### src/rtl/elastic_disc_collision_pair_defines.svh
// Assertion macros used by the top level of the disc collision block.
`ifndef ELASTIC_DISC_COLLISION_PAIR_DEFINES_SVH
`define ELASTIC_DISC_COLLISION_PAIR_DEFINES_SVH

// The consequent must hold in the same cycle as the antecedent.
`define EDCP_ASSERT_IMPL(lbl, clk, rstn, ante, cons) \
    lbl: assert property (@(posedge clk) disable iff (!rstn) (ante) |-> (cons)) \
        else $error("edcp assertion failed");

// The consequent must hold in the cycle after the antecedent.
`define EDCP_ASSERT_NEXT(lbl, clk, rstn, ante, cons) \
    lbl: assert property (@(posedge clk) disable iff (!rstn) (ante) |=> (cons)) \
        else $error("edcp assertion failed");

`endif

### src/rtl/edcp_pkg.sv
package edcp_pkg;

    localparam int FRAC_BITS = 12;
    localparam int VW = 24;
    localparam int RW = 22;
    localparam int DW = VW + 1;
    localparam int SW = 2 * DW + 1;
    localparam int MW = 2 * VW + 1;
    localparam int QW = DW;
    localparam int NW = MW + DW + 1;
    localparam int EW = QW + 2;
    localparam logic [RW-1:0] RADIUS_RESET = RW'(10 << FRAC_BITS);

    typedef struct packed {
        logic signed [VW-1:0] v1x;
        logic signed [VW-1:0] v1y;
        logic signed [VW-1:0] v2x;
        logic signed [VW-1:0] v2y;
        logic                 hit;
    } carry_t;

    typedef struct packed {
        logic [SW-1:0] remx;
        logic [SW-1:0] remy;
        logic [QW-1:0] numx;
        logic [QW-1:0] numy;
        logic [SW-1:0] den;
        logic          sx;
        logic          sy;
        carry_t        cr;
    } div_t;

endpackage

### src/rtl/edcp_if.sv


interface edcp_out_if;
    logic                 valid;
    logic                 ready;
    logic signed [23:0]   new_first_vel_x;
    logic signed [23:0]   new_first_vel_y;
    logic signed [23:0]   new_second_vel_x;
    logic signed [23:0]   new_second_vel_y;
    logic                 collided;
    logic                 saturated;
    modport source (output valid, new_first_vel_x, new_first_vel_y, new_second_vel_x,
                    new_second_vel_y, collided, saturated, input ready);
    modport sink (input valid, new_first_vel_x, new_first_vel_y, new_second_vel_x,
                  new_second_vel_y, collided, saturated, output ready);
endinterface


### src/rtl/edcp_back.sv
module edcp_back
    import edcp_pkg::*;
(
    input  logic      clk,
    input  logic      rst_n,
    input  logic      en,
    input  logic      in_valid,
    input  div_t      in_data,
    edcp_out_if.source pair_out
);

    logic                 out_valid_reg;
    logic [VW-1:0]        n1x_reg, n1y_reg, n2x_reg, n2y_reg;
    logic                 hit_reg, sat_reg;

    logic                 rux, ruy;
    logic [EW-1:0]        qrx, qry;
    logic signed [EW-1:0] ex, ey;
    logic [VW:0]          c1x, c1y, c2x, c2y;

    function automatic logic [VW:0] clamp_sum(logic signed [EW-1:0] v);
        logic [VW:0] r;
        if (v > EW'(2**(VW-1) - 1))
        begin
            r = {1'b1, 1'b0, {(VW-1){1'b1}}};
        end
        else if (v < -EW'(2**(VW-1)))
        begin
            r = {1'b1, 1'b1, {(VW-1){1'b0}}};
        end
        else
        begin
            r = {1'b0, v[VW-1:0]};
        end
        return r;
    endfunction

    // Round half away from zero on the magnitude, then apply the sign.
    assign rux = {in_data.remx, 1'b0} >= {1'b0, in_data.den};
    assign ruy = {in_data.remy, 1'b0} >= {1'b0, in_data.den};
    assign qrx = EW'(in_data.numx) + EW'(rux);
    assign qry = EW'(in_data.numy) + EW'(ruy);
    assign ex = in_data.sx ? signed'(qrx) : -signed'(qrx);
    assign ey = in_data.sy ? signed'(qry) : -signed'(qry);
    assign c1x = clamp_sum(EW'(in_data.cr.v1x) - ex);
    assign c1y = clamp_sum(EW'(in_data.cr.v1y) - ey);
    assign c2x = clamp_sum(EW'(in_data.cr.v2x) + ex);
    assign c2y = clamp_sum(EW'(in_data.cr.v2y) + ey);

    always_ff @(posedge clk or negedge rst_n)
    begin
        if (!rst_n)
        begin
            out_valid_reg <= 1'b0;
        end
        else if (en)
        begin
            out_valid_reg <= in_valid;
        end
    end

    always_ff @(posedge clk)
    begin
        if (en)
        begin
            hit_reg <= in_data.cr.hit;
            if (in_data.cr.hit)
            begin
                n1x_reg <= c1x[VW-1:0];
                n1y_reg <= c1y[VW-1:0];
                n2x_reg <= c2x[VW-1:0];
                n2y_reg <= c2y[VW-1:0];
                sat_reg <= c1x[VW] | c1y[VW] | c2x[VW] | c2y[VW];
            end
            else
            begin
                n1x_reg <= in_data.cr.v1x;
                n1y_reg <= in_data.cr.v1y;
                n2x_reg <= in_data.cr.v2x;
                n2y_reg <= in_data.cr.v2y;
                sat_reg <= 1'b0;
            end
        end
    end

    assign pair_out.valid            = out_valid_reg;
    assign pair_out.new_first_vel_x  = n1x_reg;
    assign pair_out.new_first_vel_y  = n1y_reg;
    assign pair_out.new_second_vel_x = n2x_reg;
    assign pair_out.new_second_vel_y = n2y_reg;
    assign pair_out.collided         = hit_reg;
    assign pair_out.saturated        = sat_reg;

endmodule

### src/flat_wrapper.sv
// flat-port wrapper written by rule: the top's interface ports become plain ports
module edcp_back_flat import edcp_pkg::*;
  (clk, rst_n, en, in_valid, in_data, pair_out_valid, pair_out_new_first_vel_x, pair_out_new_first_vel_y, pair_out_new_second_vel_x, pair_out_new_second_vel_y, pair_out_collided, pair_out_saturated, pair_out_ready);
  edcp_out_if pair_out_i ();
  input  logic clk;
  input  logic rst_n;
  input  logic en;
  input  logic in_valid;
  input  div_t in_data;
  output wire logic [$bits(pair_out_i.valid)-1:0] pair_out_valid;
  output wire logic [$bits(pair_out_i.new_first_vel_x)-1:0] pair_out_new_first_vel_x;
  output wire logic [$bits(pair_out_i.new_first_vel_y)-1:0] pair_out_new_first_vel_y;
  output wire logic [$bits(pair_out_i.new_second_vel_x)-1:0] pair_out_new_second_vel_x;
  output wire logic [$bits(pair_out_i.new_second_vel_y)-1:0] pair_out_new_second_vel_y;
  output wire logic [$bits(pair_out_i.collided)-1:0] pair_out_collided;
  output wire logic [$bits(pair_out_i.saturated)-1:0] pair_out_saturated;
  input wire logic [$bits(pair_out_i.ready)-1:0] pair_out_ready;
  assign pair_out_valid = pair_out_i.valid;
  assign pair_out_new_first_vel_x = pair_out_i.new_first_vel_x;
  assign pair_out_new_first_vel_y = pair_out_i.new_first_vel_y;
  assign pair_out_new_second_vel_x = pair_out_i.new_second_vel_x;
  assign pair_out_new_second_vel_y = pair_out_i.new_second_vel_y;
  assign pair_out_collided = pair_out_i.collided;
  assign pair_out_saturated = pair_out_i.saturated;
  assign pair_out_i.ready = pair_out_ready;
  edcp_back u_core (.clk(clk), .rst_n(rst_n), .en(en), .in_valid(in_valid), .in_data(in_data), .pair_out(pair_out_i));
endmodule
### config.mk
export PLATFORM = sky130hd
export DESIGN_NAME = edcp_back_flat
export DESIGN_NICKNAME = d
export VERILOG_FILES = /design/src/rtl/elastic_disc_collision_pair_defines.svh /design/src/rtl/edcp_pkg.sv /design/src/rtl/edcp_if.sv /design/src/rtl/edcp_back.sv /design/src/flat_wrapper.sv
export SDC_FILE = /design/constraint.sdc
export NUM_CORES = 1
export LEC_CHECK = 0
export BUFFER_PORTS_ARGS = -buffer_cell sky130_fd_sc_hd__buf_2
export CORE_MARGIN = 1.5
export CORE_UTILIZATION = 50
export DETAILED_ROUTE_END_ITERATION = 12
export PLACE_DENSITY = 0.76
export SETUP_SLACK_MARGIN = 0.05
export SLEW_MARGIN = 20
export SYNTH_ARGS = -nofsm -noshare
export SYNTH_HDL_FRONTEND = slang
export SYNTH_SLANG_ARGS = --single-unit
export TNS_END_PERCENT = 5
### constraint.sdc
create_clock -name clk -period 0.95 [get_ports clk]
set_clock_uncertainty 0.05 [all_clocks]
set_input_delay 0 -clock clk [delete_from_list [all_inputs] [get_ports clk]]
set_output_delay 0 -clock clk [all_outputs]
set_load 0.01 [all_outputs]
==> results by group, run 1 <==
Placement
  • RePlAce Congestion: 1.011
  • Dpl ws: -7653 ps
  • Placed cell count: 3320
  • Buffers on Ports: 404
  • Hpwl dp: 52700 microns

Floorplan
  • Die footprint: 31870 sq um
  • Die H: 178.5 microns
  • Initial Util: 0.5062
  • FP Rows: 64
  • Ports: 406
  • Core ar.: 30430 sq um
  • Die width: 178.5 microns

Global routing
  • Total gr overflow: 0
  • First-pass GRT wire length: 97570 microns
  • Total track usage: 0.3916
  • Largest net degree at the start of global routing: 39
  • Vias in the first global route: 19686
  • Initial antenna violation count: 11

Drt
  • WL per Instance: 18.90 microns
  • Vias per inst: 5.735
  • Total wire length: 64990 microns
  • DR pass1 iterations: 5
  • # DRC: 0
  • DR vias: 19721
  • Number of DRC markers in iteration 0: 1320
  • Post-route ant nets: 0

Synth
  • Synthesized instance count: 1945
  • Post-synth top area share: 0.1910
  • Register area share after synthesis: 0.1927
  • Post-Syn Area per Cell: 7.920 sq um
  • Synthesized Nets: 2458
  • EDFF count, synth: 98
  • Post-synthesis async set-or-reset flop share: 0.01010
  • Top cell type by total area after synthesis: edfxtp_1
  • Syn Std Cell Area: 15400 sq um
  • Synth cell types: 98
  • Ys flop type: edfxtp_1
  • FF+latch count, synth: 99
  • Top cells by area, synth: edfxtp_1 (19%), ha_1 (16%), xnor2_1 (6.9%)
  • Yosys warns: 0

Worst setup path
  • Critical Path RT: 1030 ps
  • Crit Reg-Reg Startpoint: u_core.pair_out.valid$_DFFE_PN0P_
  • Worst Setup SP: in_data[100]
  • Crit start category: primary input
  • Data arrival time of the critical path: 8100 ps
  • Most frequent CP cell: buf_4
  • Slowest stage cell, crit path: or4_4
  • Setup CP Type: in -> reg
  • CP Max Fanout: 6
  • CP Capture Type: flip-flop
  • Crit-path max cell delay: 430 ps

Timing
  • Final min period: 8016 ps
  • Final Cycle Share: 8.438
  • Worst slew margin: 0.5592
  • F_max: 0.1248 GHz
  • Min Hold Slack: 7.581 ps
  • Slew @ Worst Pin: 658.2 ps
  • Slew Limit Fails: 0
  • Final setup violation count: 151
  • Final WS setup: -7066 ps
  • Final-report hold violation count: 0
  • Unrepaired setup endpoints after global routing: yes

Power and ir drop
  • Maximum vdd ir drop: 845.9 uV
  • Overall power: 30.31 mW
  • Cell Pwr Density: 1221 nW/um^2
  • Lkg Pwr: 12.25 nW

Clocking
  • CTS clock-pin slew for the worst setup and hold paths: 80 ps
  • Skew-Pair Late Insertion Delay: 370 ps
  • Clk root buf: clkbuf_16
  • Clk sinks: 99
  • H-tree depth: 3
  • CTS Buffer Depth: 2
  • CTS tree: done
  • Total CTS buffers: 9

Outcome
  • Outcome: finished with violations
  • Failing checks: negative setup slack

Finish
  • Multi-input gate area: 12360 sq um
  • Layout cells sized above 1: 0.4276
  • Fin nets: 3539
  • Post-Layout Cell Count: 3439
  • Fillers: 2040
  • Area delta synth->final: 61.20%
  • Seq. cell area: 2968 sq um

Run
  • Maxcap violations: 0

Min path
  • Min-delay src: in_data[34]
  • Min-delay worst type: in -> reg
-- layout by cell type (no fill, tap or decap), types with 17 or more instances in the layout --
cell type / instances
and3_1: 27
dlygate4sd3_1: 55
nand3_1: 35
o21ai_1: 17
buf_6: 21
nand2_1: 125
a21o_1: 73
nor2b_1: 25
o2bb2ai_1: 20
ha_1: 188
xnor2_1: 114
nor2_1: 187
nand2b_1: 19
inv_1: 144
a21oi_2: 49
o21a_1: 32
o21ai_0: 65
edfxtp_1: 98
and4_1: 17
a21oi_1: 147
buf_4: 657
nand4_1: 31
xor2_1: 54
a31oi_1: 42
buf_2: 389
nor3_1: 33
-- cell type report --
cell class	instances	share of cell area
timing repair buffer	1142	0.3254
clock buffer	9	0.009070
sequential	99	0.1195
tap	396	0.01995
multi-input combinational	1623	0.4979
antenna	12	0.001209
inverter	151	0.02323
clock inverter	7	0.003779
-- what timing repair did --
action                                 4_1_cts  5_1_grt
hold buffers                                56        0
endpoints found under the hold margin       56        0
pin swaps                                   36       47
cloned                                       2        1
setup buffers                               24        8
resized for setup                           92       82
setup endpoints to repair                  196      197
-- flip-flops by register name, summed over array words and instances (netlist names) --
| name | cells |
|---|---|
| u_core.pair_out.new_first_vel_y | 24 |
| u_core.pair_out.valid | 1 |
| u_core.pair_out.new_first_vel_x | 24 |
| u_core.pair_out.new_second_vel_y | 24 |
| u_core.pair_out.new_second_vel_x | 24 |
| u_core.pair_out.collided | 1 |
| u_core.pair_out.saturated | 1 |
-- worst max-delay path: cells and delay by family --
family	cells	cell delay (ps)
AO/OA/AOI/OAI	19	3460
multiplexers	2	440
adder cells (fa/ha/maj)	6	1450
buffers and inverters	10	1330
XOR/XNOR	2	340
AND/OR/NAND/NOR	4	1050
-- power by group --
part | switching, mW | internal [mW] | total (mW)
clock network | 1.98 | 2.12 | 4.10
logic | 10.1 | 10.0 | 20.1
registers | 0.302 | 5.78 | 6.08
total | 12.4 | 17.9 | 30.3
-- kinds of logic after synthesis --
family | count (synthesis) | synth area share
AOI/OAI and AO/OA | 615 | 0.2659
xor gates and xnor gates | 181 | 0.1046
adders and majority gates | 211 | 0.1729
buffers and inverters | 223 | 0.05913
DFF | 99 | 0.1927
muxes | 14 | 0.009666
and+or+nand+nor | 602 | 0.1952
-- cell usage after synthesis (7+ instances only) --
library cell,n
a2111oi_0,7
a211oi_1,10
a21boi_0,14
a21o_1,73
a21oi_1,195
a31oi_1,50
and2_1,13
and3_1,29
and4_1,17
buf_2,22
clkbuf_1,40
edfxtp_1,98
ha_1,202
inv_1,149
mux2i_1,7
nand2_1,132
nand2b_1,19
nand3_1,37
nand4_1,31
nor2_1,190
nor2b_1,27
nor3_1,38
nor4_1,15
o2111ai_1,9
o211ai_1,14
o21a_1,32
o21ai_0,84
o21bai_1,7
o22ai_1,12
o2bb2ai_1,22
or2_2,11
or3_1,11
or4_1,8
xnor2_1,121
xor2_1,58
-- final timing paths --
path,to,slack (ps),depth (start not counted)
max,u_core.pair_out.new_second_vel_y[19]$_DFFE_PP_,-7070,43
min,u_core.pair_out.new_second_vel_x[9]$_DFFE_PP_,8,3
max reg2reg,u_core.pair_out.valid$_DFFE_PN0P_,150,1
min reg2reg,u_core.pair_out.valid$_DFFE_PN0P_,470,1
max in group asynchronous,u_core.pair_out.valid$_DFFE_PN0P_,340,3
min in group asynchronous,u_core.pair_out.valid$_DFFE_PN0P_,400,3
-- per-layer routing --
layer	share of wire	vias to the layer above	track usage
li1	-	9366	-
met1	0.37	9218	0.4282
met2	0.49	896	0.7074
met3	0.072	239	0.05989
met4	0.064	2	0.2410
met5	0.00020	-	0
-- stage by stage --
step           utilization  area, sq um  TNS (ps)
3_5_place_dp        0.7502        22830   -714950
3_3_place_gp        0.7502        22830   -687750
5_1_grt             0.8156        24820   -674730
2_1_floorplan            -        15660   -606170
6_report            0.8160        24830   -641750
4_1_cts             0.7995        24330   -637500
Power figures use the tool's default switching activity.
==> run 2: changes to the inputs <==
--- a/config.mk
+++ b/config.mk
@@ -6,10 +6,10 @@
 export NUM_CORES = 1
 export LEC_CHECK = 0
 export BUFFER_PORTS_ARGS = -buffer_cell sky130_fd_sc_hd__buf_2
-export CORE_MARGIN = 1.5
+export CORE_MARGIN = 4
 export CORE_UTILIZATION = 50
 export DETAILED_ROUTE_END_ITERATION = 12
-export PLACE_DENSITY = 0.76
+export PLACE_DENSITY_LB_ADDON = 0.2
 export SETUP_SLACK_MARGIN = 0.05
 export SLEW_MARGIN = 20
 export SYNTH_ARGS = -nofsm -noshare
==> results by group, run 2 (synthesis results as in run 1) <==
Clocking
  • H-tree depth: 3 (unchanged)
  • Clk sinks: 99 (unchanged)
  • CTS clock-pin slew for the worst setup and hold paths: 80 ps (about the same)
  • Total CTS buffers: 9 (unchanged)
  • CTS Buffer Depth: 2 (unchanged)
  • Clk root buf: clkbuf_16
  • CTS tree: done
  • Skew-Pair Late Insertion Delay: 360 ps (about the same)

Timing
  • Final Cycle Share: 8.367 (-0.07078)
  • Final WS setup: -6999 ps (+67.24 ps)
  • Slew @ Worst Pin: 677.9 ps (+19.77 ps)
  • F_max: 0.1258 GHz (+0.85%)
  • Worst slew margin: 0.5448 (-0.01438)
  • Final-report hold violation count: 0 (unchanged)
  • Slew Limit Fails: 0 (unchanged)
  • Min Hold Slack: 15.34 ps (+7.754 ps)
  • Final setup violation count: 143 (-5.3%)
  • Final min period: 7949 ps (-67.24 ps)
  • Unrepaired setup endpoints after global routing: yes

Floorplan
  • Die H: 183.5 microns (+2.8%)
  • Ports: 406 (unchanged)
  • Die footprint: 33680 sq um (+5.7%)
  • Initial Util: 0.5049 (-0.001329)
  • Die width: 183.5 microns (+2.8%)
  • Core ar.: 30510 sq um (+0.26%)
  • FP Rows: 64 (unchanged)

Global routing
  • Grt met1 use: 0.4274 (-0.0008375)
  • Initial antenna violation count: 14 (+3)
  • Global Route met3 Usage: 0.06035 (+0.0004591)
  • Largest net degree at the start of global routing: 39 (unchanged)
  • Total gr overflow: 0 (unchanged)
  • First-pass GRT wire length: 100300 microns (+2.8%)
  • Vias in the first global route: 19723 (+0.19%)
  • Met2 usage: 0.6522 (-0.05521)
  • Top Usage Layer GRT: met2
  • Total track usage: 0.3676 (-0.02395)

Run
  • Maxcap violations: 0 (unchanged)

Placement
  • Placed cell count: 3310 (-0.30%)
  • Buffers on Ports: 404 (unchanged)
  • RePlAce Congestion: 0.9973 (-1.3%)
  • Placed Area: 22730 sq um (-0.44%)
  • Hpwl dp: 53100 microns (+0.75%)

Power and ir drop
  • Cell Pwr Density: 1207 nW/um^2 (-1.1%)
  • Lkg Pwr: 12.21 nW (-0.34%)
  • Maximum vdd ir drop: 913.5 uV (+8.0%)

Finish
  • Post-Layout Cell Count: 3424 (-0.44%)
  • Seq. cell area: 2968 sq um (unchanged)
  • Final core occ: 0.8191 (+0.003108)
  • Fillers: 2001 (-1.9%)
  • Commonest non-fill, non-tap cells in the layout: buf_4 (643), buf_2 (384), nor2_1 (185)
  • Layout cells sized above 1: 0.4380 (+0.01046)
  • Multi-input gate area: 12650 sq um (+2.4%)
  • Design area: 24990 sq um (+0.64%)
  • Commonest non-fill, non-tap cell in the layout: buf_4
  • Fin nets: 3526 (-0.37%)
  • Area delta synth->final: 62.24%

Worst setup path
  • Most frequent CP cell: a21o_1
  • Setup CP Type: in -> reg
  • Crit-path max cell delay: 440 ps (about the same)
  • CP Max Fanout: 7 (+1)
  • Slowest stage cell, crit path: or4_4
  • CP Capture Type: flip-flop
  • Critical Path RT: 970 ps (-60 ps)
  • Data arrival time of the critical path: 7970 ps (-130 ps)
  • Crit start category: primary input

Drt
  • Vias per inst: 5.752 (+0.31%)
  • Total wire length: 66040 microns (+1.6%)
  • DR vias: 19695 (-0.13%)
  • # DRC: 0 (unchanged)
  • WL per Instance: 19.29 microns (+2.0%)
  • Number of DRC markers in iteration 0: 1147 (-13%)
  • Post-route ant nets: 0 (unchanged)
  • DR pass1 iterations: 5 (unchanged)

Min path
  • Min-delay worst type: in -> reg

Outcome
  • Outcome: finished with violations
  • Failing checks: negative setup slack
[run 2: per-layer routing]
metal  up-vias  routed length (microns)
li1       9338                        -
met1      9182                    24730
met2       933                    31880
met3       230                     5293
met4        12                     4061
met5         -                       69
[run 2: worst max-delay path, delay by kind of cell]
family	cells	cell delay [ps]
adders and majority gates	5	1110
muxes	2	510
and+or+nand+nor	6	1410
buffers and inverters	7	800
xor gates and xnor gates	2	320
AOI/OAI and AO/OA	21	3780
[run 2: area by class of cell]
| cell class | count | share of cell area |
|---|---|---|
| Clock inverter | 7 | 0.002604 |
| Tap cell | 396 | 0.01983 |
| Sequential cell | 99 | 0.1188 |
| Timing Repair Buffer | 1129 | 0.3192 |
| Inverter | 151 | 0.02318 |
| Antenna cell | 10 | 0.001001 |
| Clock buffer | 9 | 0.009012 |
| Multi-Input combinational cell | 1623 | 0.5064 |
[run 2: power by group]
part | internal, mW | total (mW) | switching [mW]
registers | 5.78 | 6.13 | 0.343
logic | 10.0 | 20.3 | 10.2
clock network | 1.83 | 3.79 | 1.96
total | 17.6 | 30.2 | 12.5
[run 2: path summary, 6_finish.rpt]
| check | start | to | cells after the start | slack, ps |
|---|---|---|---|---|
| min | in_data[62] | u_core.pair_out.new_first_vel_y[13]$_DFFE_PP_ | 3 | 20 |
| min reg2reg | u_core.pair_out.valid$_DFFE_PN0P_ | u_core.pair_out.valid$_DFFE_PN0P_ | 1 | 490 |
| max reg2reg | u_core.pair_out.valid$_DFFE_PN0P_ | u_core.pair_out.valid$_DFFE_PN0P_ | 1 | 140 |
| min in group asynchronous | rst_n | u_core.pair_out.valid$_DFFE_PN0P_ | 3 | 410 |
| max | in_data[100] | u_core.pair_out.saturated$_SDFFCE_PN0P_ | 43 | -7000 |
| max in group asynchronous | rst_n | u_core.pair_out.valid$_DFFE_PN0P_ | 3 | 340 |
[run 2: what timing repair did]
item,in CTS,in global routing
gates resized for setup,170,80
endpoints found under the hold margin,52,0
hold buffers,52,0
endpoints found under the setup margin,196,197
buffers inserted,21,14
pin swaps,85,46
cloned,2,0
[run 2: metrics by stage]
| step | power (mW) | setup WS (ps) | TNS [ps] |
|---|---|---|---|
| after floorplan | 15.70 | -6626 | -606170 |
| after global placement | 23.25 | -7498 | -691420 |
| after detailed placement | 23.82 | -7772 | -718740 |
| after CTS | 29.06 | -6726 | -627780 |
| after global routing | 31.88 | -7272 | -671570 |
| final | 30.17 | -6999 | -638300 |
